`src/rtl/arqt_pkg.sv`:
```
package arqt_pkg;

	// Default table depth and the most results one tick may produce.
	localparam int SLOTS_DEF   = 32;
	localparam int MAX_RESULTS = 32;

	// Register reset values.
	localparam logic [15:0] TIMEOUT_RST = 16'd300;
	localparam logic [3:0]  RETRY_RST   = 4'd5;
	localparam logic [9:0]  SCAN_RST    = 10'd50;

	typedef enum logic [1:0] {
		REG_TIMEOUT = 2'd0,
		REG_RETRY   = 2'd1,
		REG_SCAN    = 2'd2
	} reg_idx_t;

	typedef enum logic [1:0] {
		ACT_SEND = 2'd0,
		ACT_ACK  = 2'd1,
		ACT_NACK = 2'd2,
		ACT_TICK = 2'd3
	} action_t;

	typedef enum logic [3:0] {
		K_TRACKED   = 4'd0,
		K_UNTRACKED = 4'd1,
		K_FULL      = 4'd2,
		K_ACKED     = 4'd3,
		K_ACK_MISS  = 4'd4,
		K_NACKED    = 4'd5,
		K_NACK_MISS = 4'd6,
		K_RETX      = 4'd7,
		K_GAVE_UP   = 4'd8,
		K_IDLE      = 4'd9
	} kind_t;

	typedef enum logic [1:0] {
		ST_IDLE,
		ST_WALK,
		ST_FLUSH
	} state_t;

	typedef struct packed {
		logic [31:0] seq;
		logic [15:0] handle;
		logic [31:0] sent;
		logic [3:0]  retries;
	} entry_t;

	typedef struct packed {
		kind_t       kind;
		logic [4:0]  slot;
		logic [31:0] seq;
		logic [15:0] handle;
		logic [3:0]  attempt;
		logic [31:0] latency;
		logic        last;
	} result_t;

endpackage

```
`src/rtl/ack_retransmit_tracker.sv`:
```
// An item is taken while the tracker is idle, then walks the table at one slot per cycle, behind a
// registered memory read and only while the output register can take a result; a send, ack or nack
// ends at the first hit. A tick keeps the input closed for its whole walk and a final flush of the
// last result, and no new item is taken before the one in hand is done; the one read port
// of the slot memory and the shared age subtractor set this, and a full output register stalls
// the walk. Reset clears every busy bit, the millisecond clock and the registers to their defaults.
module ack_retransmit_tracker #(
	parameter int SLOTS = arqt_pkg::SLOTS_DEF
) (
	input  logic        clk,
	input  logic        arst_n,
	// APB-style configuration port
	input  logic        psel,
	input  logic        penable,
	input  logic        pwrite,
	input  logic [3:0]  paddr,
	input  logic [31:0] pwdata,
	output logic [31:0] prdata,
	output logic        pready,
	// Input channel
	input  logic        in_valid,
	output logic        in_ready,
	input  logic [1:0]  action,
	input  logic [31:0] seq_num,
	input  logic [15:0] packet_handle,
	input  logic        reliable,
	// Result channel
	output logic        out_valid,
	input  logic        out_ready,
	output logic [3:0]  kind,
	output logic [4:0]  slot,
	output logic [31:0] event_seq,
	output logic [15:0] event_handle,
	output logic [3:0]  attempt,
	output logic [31:0] latency_ms,
	output logic        last
);

	// Index width for the slot memory and a counter wide enough to hold SLOTS itself.
	localparam int IW = (SLOTS > 1) ? $clog2(SLOTS) : 1;
	localparam int CW = $clog2(SLOTS + 1);
	localparam int NW = $clog2(arqt_pkg::MAX_RESULTS + 1);

	// Configuration registers.
	logic [15:0] timeout_q;
	logic [3:0]  retry_q;
	logic [9:0]  scan_q;

	// The item being worked on.
	arqt_pkg::state_t  state_q, state_d;
	arqt_pkg::action_t act_q;
	logic [31:0]       seq_q;
	logic [15:0]       handle_q;
	logic              rel_q;

	logic [31:0]       clock_q;
	logic [SLOTS-1:0]  busy_q;

	// Slot contents live in a memory with one write port and one registered read port.
	arqt_pkg::entry_t  mem [SLOTS];
	arqt_pkg::entry_t  rd_s1;
	logic [IW-1:0]     rd_idx_s1;
	logic              pend_s1;
	logic [CW-1:0]     issue_q;
	logic [NW-1:0]     nres_q;

	// A tick cannot tell whether a result is its final one until the walk is over, so each tick result
	// waits in a hold register until a newer one or the final flush moves it to the output register.
	logic              hold_valid_q;
	arqt_pkg::result_t hold_q;
	logic              out_valid_q;
	arqt_pkg::result_t out_q;

	logic              in_acc;
	logic              adv;
	logic [31:0]       age_c;
	logic              match_c;
	logic              last_slot_c;
	logic              issue_c;
	logic              done_c;
	logic              flush_c;
	logic              we_c;
	arqt_pkg::entry_t  wdata_c;
	logic              set_busy_c;
	logic              clr_busy_c;
	logic              emit_c;
	logic              to_hold_c;
	arqt_pkg::result_t res_c;
	logic              out_load_c;
	arqt_pkg::result_t out_d_c;

	assign pready    = 1'b1;
	assign in_ready  = (state_q == arqt_pkg::ST_IDLE);
	assign in_acc    = in_valid && in_ready;
	// The walk only moves when the output register can take a result this cycle.
	assign adv       = !out_valid_q || out_ready;

	// ------------------------------------------------------------------
	// Configuration port
	// ------------------------------------------------------------------
	always_ff @(posedge clk or negedge arst_n) begin
		if (!arst_n) begin
			timeout_q <= arqt_pkg::TIMEOUT_RST;
			retry_q   <= arqt_pkg::RETRY_RST;
			scan_q    <= arqt_pkg::SCAN_RST;
		end else if (psel && penable && pwrite) begin
			unique case (arqt_pkg::reg_idx_t'(paddr[3:2]))
				arqt_pkg::REG_TIMEOUT: timeout_q <= pwdata[15:0];
				arqt_pkg::REG_RETRY:   retry_q   <= pwdata[3:0];
				arqt_pkg::REG_SCAN:    scan_q    <= pwdata[9:0];
				default: ;
			endcase
		end
	end

	always_comb begin
		unique case (arqt_pkg::reg_idx_t'(paddr[3:2]))
			arqt_pkg::REG_TIMEOUT: prdata = {16'd0, timeout_q};
			arqt_pkg::REG_RETRY:   prdata = {28'd0, retry_q};
			arqt_pkg::REG_SCAN:    prdata = {22'd0, scan_q};
			default:               prdata = 32'd0;
		endcase
	end

	// ------------------------------------------------------------------
	// Evaluation of the slot whose contents have just been read. The one
	// subtractor gives both the overdue age and the ack latency.
	// ------------------------------------------------------------------
	assign age_c       = clock_q - rd_s1.sent;
	assign match_c     = busy_q[rd_idx_s1] && (rd_s1.seq == seq_q);
	assign last_slot_c = (rd_idx_s1 == IW'(SLOTS - 1));

	always_comb begin
		done_c     = 1'b0;
		flush_c    = 1'b0;
		we_c       = 1'b0;
		wdata_c    = rd_s1;
		set_busy_c = 1'b0;
		clr_busy_c = 1'b0;
		emit_c     = 1'b0;
		to_hold_c  = 1'b0;
		res_c      = '0;
		res_c.kind = arqt_pkg::K_IDLE;

		if (state_q == arqt_pkg::ST_WALK && adv) begin
			if (act_q == arqt_pkg::ACT_SEND && !rel_q) begin
				emit_c       = 1'b1;
				done_c       = 1'b1;
				res_c.kind   = arqt_pkg::K_UNTRACKED;
				res_c.seq    = seq_q;
				res_c.handle = handle_q;
				res_c.last   = 1'b1;
			end else if (pend_s1) begin
				unique case (act_q)
					arqt_pkg::ACT_SEND: begin
						if (!busy_q[rd_idx_s1]) begin
							we_c          = 1'b1;
							wdata_c       = '{seq: seq_q, handle: handle_q, sent: clock_q,
								retries: 4'd0};
							set_busy_c    = 1'b1;
							emit_c        = 1'b1;
							done_c        = 1'b1;
							res_c.kind    = arqt_pkg::K_TRACKED;
							res_c.slot    = 5'(rd_idx_s1);
							res_c.seq     = seq_q;
							res_c.handle  = handle_q;
							res_c.last    = 1'b1;
						end else if (last_slot_c) begin
							emit_c        = 1'b1;
							done_c        = 1'b1;
							res_c.kind    = arqt_pkg::K_FULL;
							res_c.seq     = seq_q;
							res_c.handle  = handle_q;
							res_c.last    = 1'b1;
						end
					end
					arqt_pkg::ACT_ACK: begin
						if (match_c) begin
							clr_busy_c    = 1'b1;
							emit_c        = 1'b1;
							done_c        = 1'b1;
							res_c.kind    = arqt_pkg::K_ACKED;
							res_c.slot    = 5'(rd_idx_s1);
							res_c.seq     = rd_s1.seq;
							res_c.handle  = rd_s1.handle;
							res_c.attempt = rd_s1.retries;
							res_c.latency = age_c;
							res_c.last    = 1'b1;
						end else if (last_slot_c) begin
							emit_c        = 1'b1;
							done_c        = 1'b1;
							res_c.kind    = arqt_pkg::K_ACK_MISS;
							res_c.seq     = seq_q;
							res_c.last    = 1'b1;
						end
					end
					arqt_pkg::ACT_NACK: begin
						if (match_c) begin
							we_c          = 1'b1;
							wdata_c.sent  = 32'd0;
							emit_c        = 1'b1;
							done_c        = 1'b1;
							res_c.kind    = arqt_pkg::K_NACKED;
							res_c.slot    = 5'(rd_idx_s1);
							res_c.seq     = rd_s1.seq;
							res_c.handle  = rd_s1.handle;
							res_c.attempt = rd_s1.retries;
							res_c.last    = 1'b1;
						end else if (last_slot_c) begin
							emit_c        = 1'b1;
							done_c        = 1'b1;
							res_c.kind    = arqt_pkg::K_NACK_MISS;
							res_c.seq     = seq_q;
							res_c.last    = 1'b1;
						end
					end
					arqt_pkg::ACT_TICK: begin
						if (busy_q[rd_idx_s1] && age_c >= {16'd0, timeout_q}) begin
							to_hold_c    = 1'b1;
							res_c.slot   = 5'(rd_idx_s1);
							res_c.seq    = rd_s1.seq;
							res_c.handle = rd_s1.handle;
							if (rd_s1.retries >= retry_q) begin
								clr_busy_c    = 1'b1;
								res_c.kind    = arqt_pkg::K_GAVE_UP;
								res_c.attempt = rd_s1.retries;
							end else begin
								we_c            = 1'b1;
								wdata_c.retries = rd_s1.retries + 4'd1;
								wdata_c.sent    = clock_q;
								res_c.kind      = arqt_pkg::K_RETX;
								res_c.attempt   = rd_s1.retries + 4'd1;
							end
							if (last_slot_c || nres_q == NW'(arqt_pkg::MAX_RESULTS - 1)) begin
								flush_c = 1'b1;
							end
						end else if (last_slot_c) begin
							flush_c = 1'b1;
						end
					end
					default: ;
				endcase
			end
		end

		issue_c = (state_q == arqt_pkg::ST_WALK) && adv && !done_c && !flush_c &&
			(issue_q != CW'(SLOTS));
	end

	// Output register loading: direct results, a held tick result displaced by a newer one,
	// or the final flush of a tick (the held result marked last, or scan idle if none).
	always_comb begin
		out_load_c = 1'b0;
		out_d_c    = res_c;
		if (emit_c) begin
			out_load_c = 1'b1;
		end else if (to_hold_c && hold_valid_q) begin
			out_load_c = 1'b1;
			out_d_c    = hold_q;
		end else if (state_q == arqt_pkg::ST_FLUSH && adv) begin
			out_load_c = 1'b1;
			if (hold_valid_q) begin
				out_d_c      = hold_q;
				out_d_c.last = 1'b1;
			end else begin
				out_d_c      = '0;
				out_d_c.kind = arqt_pkg::K_IDLE;
				out_d_c.last = 1'b1;
			end
		end
	end

	// ------------------------------------------------------------------
	// Sequencer
	// ------------------------------------------------------------------
	always_comb begin
		state_d = state_q;
		unique case (state_q)
			arqt_pkg::ST_IDLE: begin
				if (in_acc) begin
					state_d = arqt_pkg::ST_WALK;
				end
			end
			arqt_pkg::ST_WALK: begin
				if (done_c) begin
					state_d = arqt_pkg::ST_IDLE;
				end else if (flush_c) begin
					state_d = arqt_pkg::ST_FLUSH;
				end
			end
			arqt_pkg::ST_FLUSH: begin
				if (adv) begin
					state_d = arqt_pkg::ST_IDLE;
				end
			end
			default: state_d = arqt_pkg::ST_IDLE;
		endcase
	end

	always_ff @(posedge clk or negedge arst_n) begin
		if (!arst_n) begin
			state_q <= arqt_pkg::ST_IDLE;
		end else begin
			state_q <= state_d;
		end
	end

	// Item capture; the clock advances as a tick is taken, so the walk sees the new time.
	always_ff @(posedge clk) begin
		if (in_acc) begin
			act_q    <= arqt_pkg::action_t'(action);
			seq_q    <= seq_num;
			handle_q <= packet_handle;
			rel_q    <= reliable;
		end
	end

	always_ff @(posedge clk or negedge arst_n) begin
		if (!arst_n) begin
			clock_q <= 32'd0;
		end else if (in_acc && arqt_pkg::action_t'(action) == arqt_pkg::ACT_TICK) begin
			clock_q <= clock_q + {22'd0, scan_q};
		end
	end

	// Walk control: read issue counter, read-pending flag and tick result count.
	always_ff @(posedge clk or negedge arst_n) begin
		if (!arst_n) begin
			issue_q <= '0;
			pend_s1 <= 1'b0;
			nres_q  <= '0;
		end else if (in_acc) begin
			issue_q <= '0;
			pend_s1 <= 1'b0;
			nres_q  <= '0;
		end else if (state_q == arqt_pkg::ST_WALK && adv) begin
			pend_s1 <= issue_c;
			if (issue_c) begin
				issue_q <= issue_q + CW'(1);
			end
			if (to_hold_c) begin
				nres_q <= nres_q + NW'(1);
			end
		end
	end

	always_ff @(posedge clk or negedge arst_n) begin
		if (!arst_n) begin
			busy_q <= '0;
		end else if (set_busy_c) begin
			busy_q[rd_idx_s1] <= 1'b1;
		end else if (clr_busy_c) begin
			busy_q[rd_idx_s1] <= 1'b0;
		end
	end

	// Slot memory: one write and one registered read per cycle.
	always_ff @(posedge clk) begin
		if (we_c) begin
			mem[rd_idx_s1] <= wdata_c;
		end
		if (issue_c) begin
			rd_s1     <= mem[issue_q[IW-1:0]];
			rd_idx_s1 <= issue_q[IW-1:0];
		end
	end

	// ------------------------------------------------------------------
	// Hold and output registers
	// ------------------------------------------------------------------
	always_ff @(posedge clk or negedge arst_n) begin
		if (!arst_n) begin
			hold_valid_q <= 1'b0;
		end else if (to_hold_c) begin
			hold_valid_q <= 1'b1;
		end else if (state_q == arqt_pkg::ST_FLUSH && adv) begin
			hold_valid_q <= 1'b0;
		end
	end

	always_ff @(posedge clk) begin
		if (to_hold_c) begin
			hold_q <= res_c;
		end
		if (out_load_c) begin
			out_q <= out_d_c;
		end
	end

	always_ff @(posedge clk or negedge arst_n) begin
		if (!arst_n) begin
			out_valid_q <= 1'b0;
		end else if (out_load_c) begin
			out_valid_q <= 1'b1;
		end else if (out_ready) begin
			out_valid_q <= 1'b0;
		end
	end

	assign out_valid    = out_valid_q;
	assign kind         = out_q.kind;
	assign slot         = out_q.slot;
	assign event_seq    = out_q.seq;
	assign event_handle = out_q.handle;
	assign attempt      = out_q.attempt;
	assign latency_ms   = out_q.latency;
	assign last         = out_q.last;

endmodule
```
`config.mk`:
```
export PLATFORM = sky130hd
export DESIGN_NAME = ack_retransmit_tracker
export DESIGN_NICKNAME = d
export VERILOG_FILES = /design/src/rtl/arqt_pkg.sv /design/src/rtl/ack_retransmit_tracker.sv
export SDC_FILE = /design/constraint.sdc
export NUM_CORES = 2
export LEC_CHECK = 0
export BUFFER_PORTS_ARGS = -buffer_cell sky130_fd_sc_hd__buf_2
export CORE_MARGIN = 3
export CORE_UTILIZATION = 62
export DETAILED_ROUTE_END_ITERATION = 10
export PLACE_DENSITY = 0.79
export SLEW_MARGIN = 0
export SYNTH_ARGS = -nofsm -noshare
export SYNTH_HDL_FRONTEND = slang
export SYNTH_SLANG_ARGS = --single-unit
```
`constraint.sdc`:
```
create_clock -name clk -period 11.2 [get_ports clk]
set_input_delay 3.36 -clock clk [delete_from_list [all_inputs] [get_ports clk]]
set_output_delay 3.36 -clock clk [all_outputs]
set_load 0.01 [all_outputs]
```
==> flow_metrics.tcl <==
set metrics [dict create \
    outcome "finished, final reports clean" \
    post-route-period-util_pct 69.13 \
    crit_family "buffers and inverters" \
    fin_crit_ns 7.742 \
    die_h_um 452.3 \
    reg2regPathDepth 18 \
    grt_use_met2_pct 53.85 \
    die_w_um 452.3 \
    rsz0062_at_grt "false" \
    worstSetupPathType "input port to output pin" \
    grtUsageMet3_pct 7.489 \
    cp_cell_sequence "buf_2 > nor2b_1 > nand2_1 > o21ai_0 > buf_2" \
    overflow 0 \
    cts_setup_buffers 0 \
    first_global_vias 65240 \
    top_usage_layer "met2" \
    multi_input_area_um2 28840 \
    cpPeakStageDelay_ns 0.33 \
    initial_core_util_pct 62.50 \
    cp_slowest_cell "buf_2" \
    layout_setup_ws_ns 3.458 \
    h-tree-depth 5 \
    synthArstFlopShare_pct 3.550 \
    placed_area_um2 127900 \
    drt_iter0_markers 10010 \
    syn_area_per_cell_um2 21.76 \
    use_met1_pct 41.07 \
    cp.buffers_inverters 2 \
    ctsLongestPathBuffers 4 \
    synth.distinct_cells 82 \
    ctsHoldBuffers 0 \
    crit_path_end "prdata[0]" \
    setup_viol_count_final 0 \
    area_growth_pct 11.60 \
    worstSkewPairLatency_ns 0.98 \
    finalHoldViolCount 0 \
    hpwl_um 159100 \
    grt_util_all_layers_pct 32.80 \
    syn_inst 5676 \
    synth_warnings 0 \
    seqCellArea_um2 93370 \
    p_leak_uw 0.04417 \
    io_buffers 187 \
    antenna_found_initial 4 \
    fin_area_um2 137800 \
    drive_above_1_share_pct 29.12 \
    tightest_slew_ns 1.389 \
    cts_tree "done" \
    synth_seq_area_share_pct 75.58 \
    p_per_area_nw_per_um2 262.1 \
    start_kind "input port" \
    dieArea_um2 204600 \
    cts_resized 0 \
    synthFlopType "edfxtp_1" \
    path_depth 5 \
    ir_worst_vdd_uv 237.0 \
    hp-class "register to register" \
    dp_worst_setup_slack_ns 3.307 \
    clk_pin_slew_worst_paths_ns 0.06 \
    required_ns 7.84 \
    netlist_area_um2 123500 \
    post-place-cells 8326 \
    drt_first_pass_iters 6 \
    fmax_mhz 129.2 \
    final_cells 8880 \
    setup.reg_to_reg.worst_slack_ns 3.93 \
    synth-seq-cells 3127 \
    fin_worst_skew_ns 0.07152 \
    max-slew-margin-rel_pct 7.126 \
    numCtsBuffers 318 \
    root_buffer "clkbuf_16" \
    critPathArrivalTime_ns 4.38 \
    path_common_cell "buf_2" \
    grt_first_pass_wirelength_um 473300 \
    place.gp.congestion 0.8816 \
    cp_max_fo 20 \
    worst_setup_path_end_kind "output pin" \
    vias_per_cell 7.148 \
    grt_max_degree 158 \
    slew_viol_final 0 \
    io_pins 223 \
    final_cell_mix "3016 x edfxtp_1, 848 x mux4_2, 327 x clkbuf_16" \
    routedWlPerCell_um 37.37 \
    startpoint "paddr[3]" \
    fin_nets 6171 \
    reg2reg_to "mem[8][50]" \
    wl_um 331800 \
    final.fill_count 10980 \
    synth_edf_count 3016 \
    final_common_cell "edfxtp_1" \
    cap_viol_max_count 0 \
    vias 63470 \
    drc 0 \
    cts.sinks 3127 \
    antenna_left 0 \
    r2r_start "clock_q[0]" \
    rows 163 \
    core_um2 197600 \
]
-- sequential cells by signal (all words and copies together), names as in the netlist, 2 cells and up, named ones only --
name and flops:
attempt 4, rd_s1 84, nres_q 6, clock_q 32, mem 2688, issue_q 6, latency_ms 32, kind 4
seq_q 32, hold_q 94, event_seq 32, retry_q 4, event_handle 16, rd_idx_s1 5, act_q 2, handle_q 16
slot 5, state_q 2, timeout_q 16, scan_q 10
-- per-stage QoR --
step	util, %	TNS [ns]	power [µW]	hold WS, ns
2_1_floorplan	-	-125.70	22750	0.4231
3_3_place_gp	64.71	0	25210	0.4788
3_5_place_dp	64.71	0	25550	0.4919
4_1_cts	69.74	0	36060	0.5057
5_1_grt	69.75	0	37230	0.5335
6_report	69.75	0	36130	0.5051
-- cell type report --
cell class,count,area share (%)
clock buffer,410,6.213
clock inverter,140,0.9994
sequential,3127,67.74
antenna,4,0.007261
tap,2640,2.396
multi-input combinational,2146,20.92
inverter,97,0.2660
timing repair buffer,316,1.456
-- how the worst min path moves through the flow --
stage	from	to	slack, ns	cells past startpoint
floorplan	issue_q[4]	rd_idx_s1[4]	0.42	0
global placement	register	register	0.48	2
detailed placement	register	register	0.49	2
CTS	register	register	0.51	2
global route	register	register	0.53	2
finish	register	register	0.51	2
-- cell usage after synthesis (34+ instances only) --
cell type | number | area, µm²
a21oi_1 | 49 | 245.2
a221o_1 | 49 | 490.5
a22o_1 | 89 | 779.5
buf_1 | 86 | 322.8
clkbuf_1 | 189 | 709.4
dfrtp_1 | 102 | 2552
edfxtp_1 | 3016 | 90570
ha_1 | 69 | 863.3
inv_1 | 97 | 364.1
mux2_2 | 143 | 1610
mux4_2 | 848 | 19100
nand2_1 | 138 | 518.0
nor2_1 | 101 | 379.1
nor3_1 | 55 | 275.3
o21ai_0 | 122 | 610.6
o31ai_1 | 39 | 292.8
xnor2_1 | 34 | 297.8
xor2_1 | 59 | 516.8
-- kinds of logic after synthesis --
| kind of cell | synth area share (%) |
|---|---|
| xor gates and xnor gates | 0.6595 |
| DFF | 75.58 |
| adders and majority gates | 0.7314 |
| muxes | 16.90 |
| AOI/OAI and AO/OA | 2.773 |
| and+or+nand+nor | 1.964 |
| other | 0.006080 |
| buffers and inverters | 1.381 |
-- metal layers --
metal  vias to the layer above  wire (µm)
li1                      24450          -
met1                     32720     106100
met2                      5158     165500
met3                      1146      38500
met4                         2      21770
met5                         -         20
-- power breakdown --
group	internal, µW	leakage (µW)	total (µW)	switching (µW)
Clock	6020	0.00486	10400	4370
Sequential	15300	0.0286	16000	613
Combinational	3970	0.0107	9770	5800
Total	25300	0.0442	36100	10800
-- tightest hold or removal path, cell delays in order, from the launching register on --
cell	delay, ns
dfrtp_1	0.34
o31ai_1	0.06
o21ai_0	0.07
No activity file was read; power rests on OpenSTA's default activity.
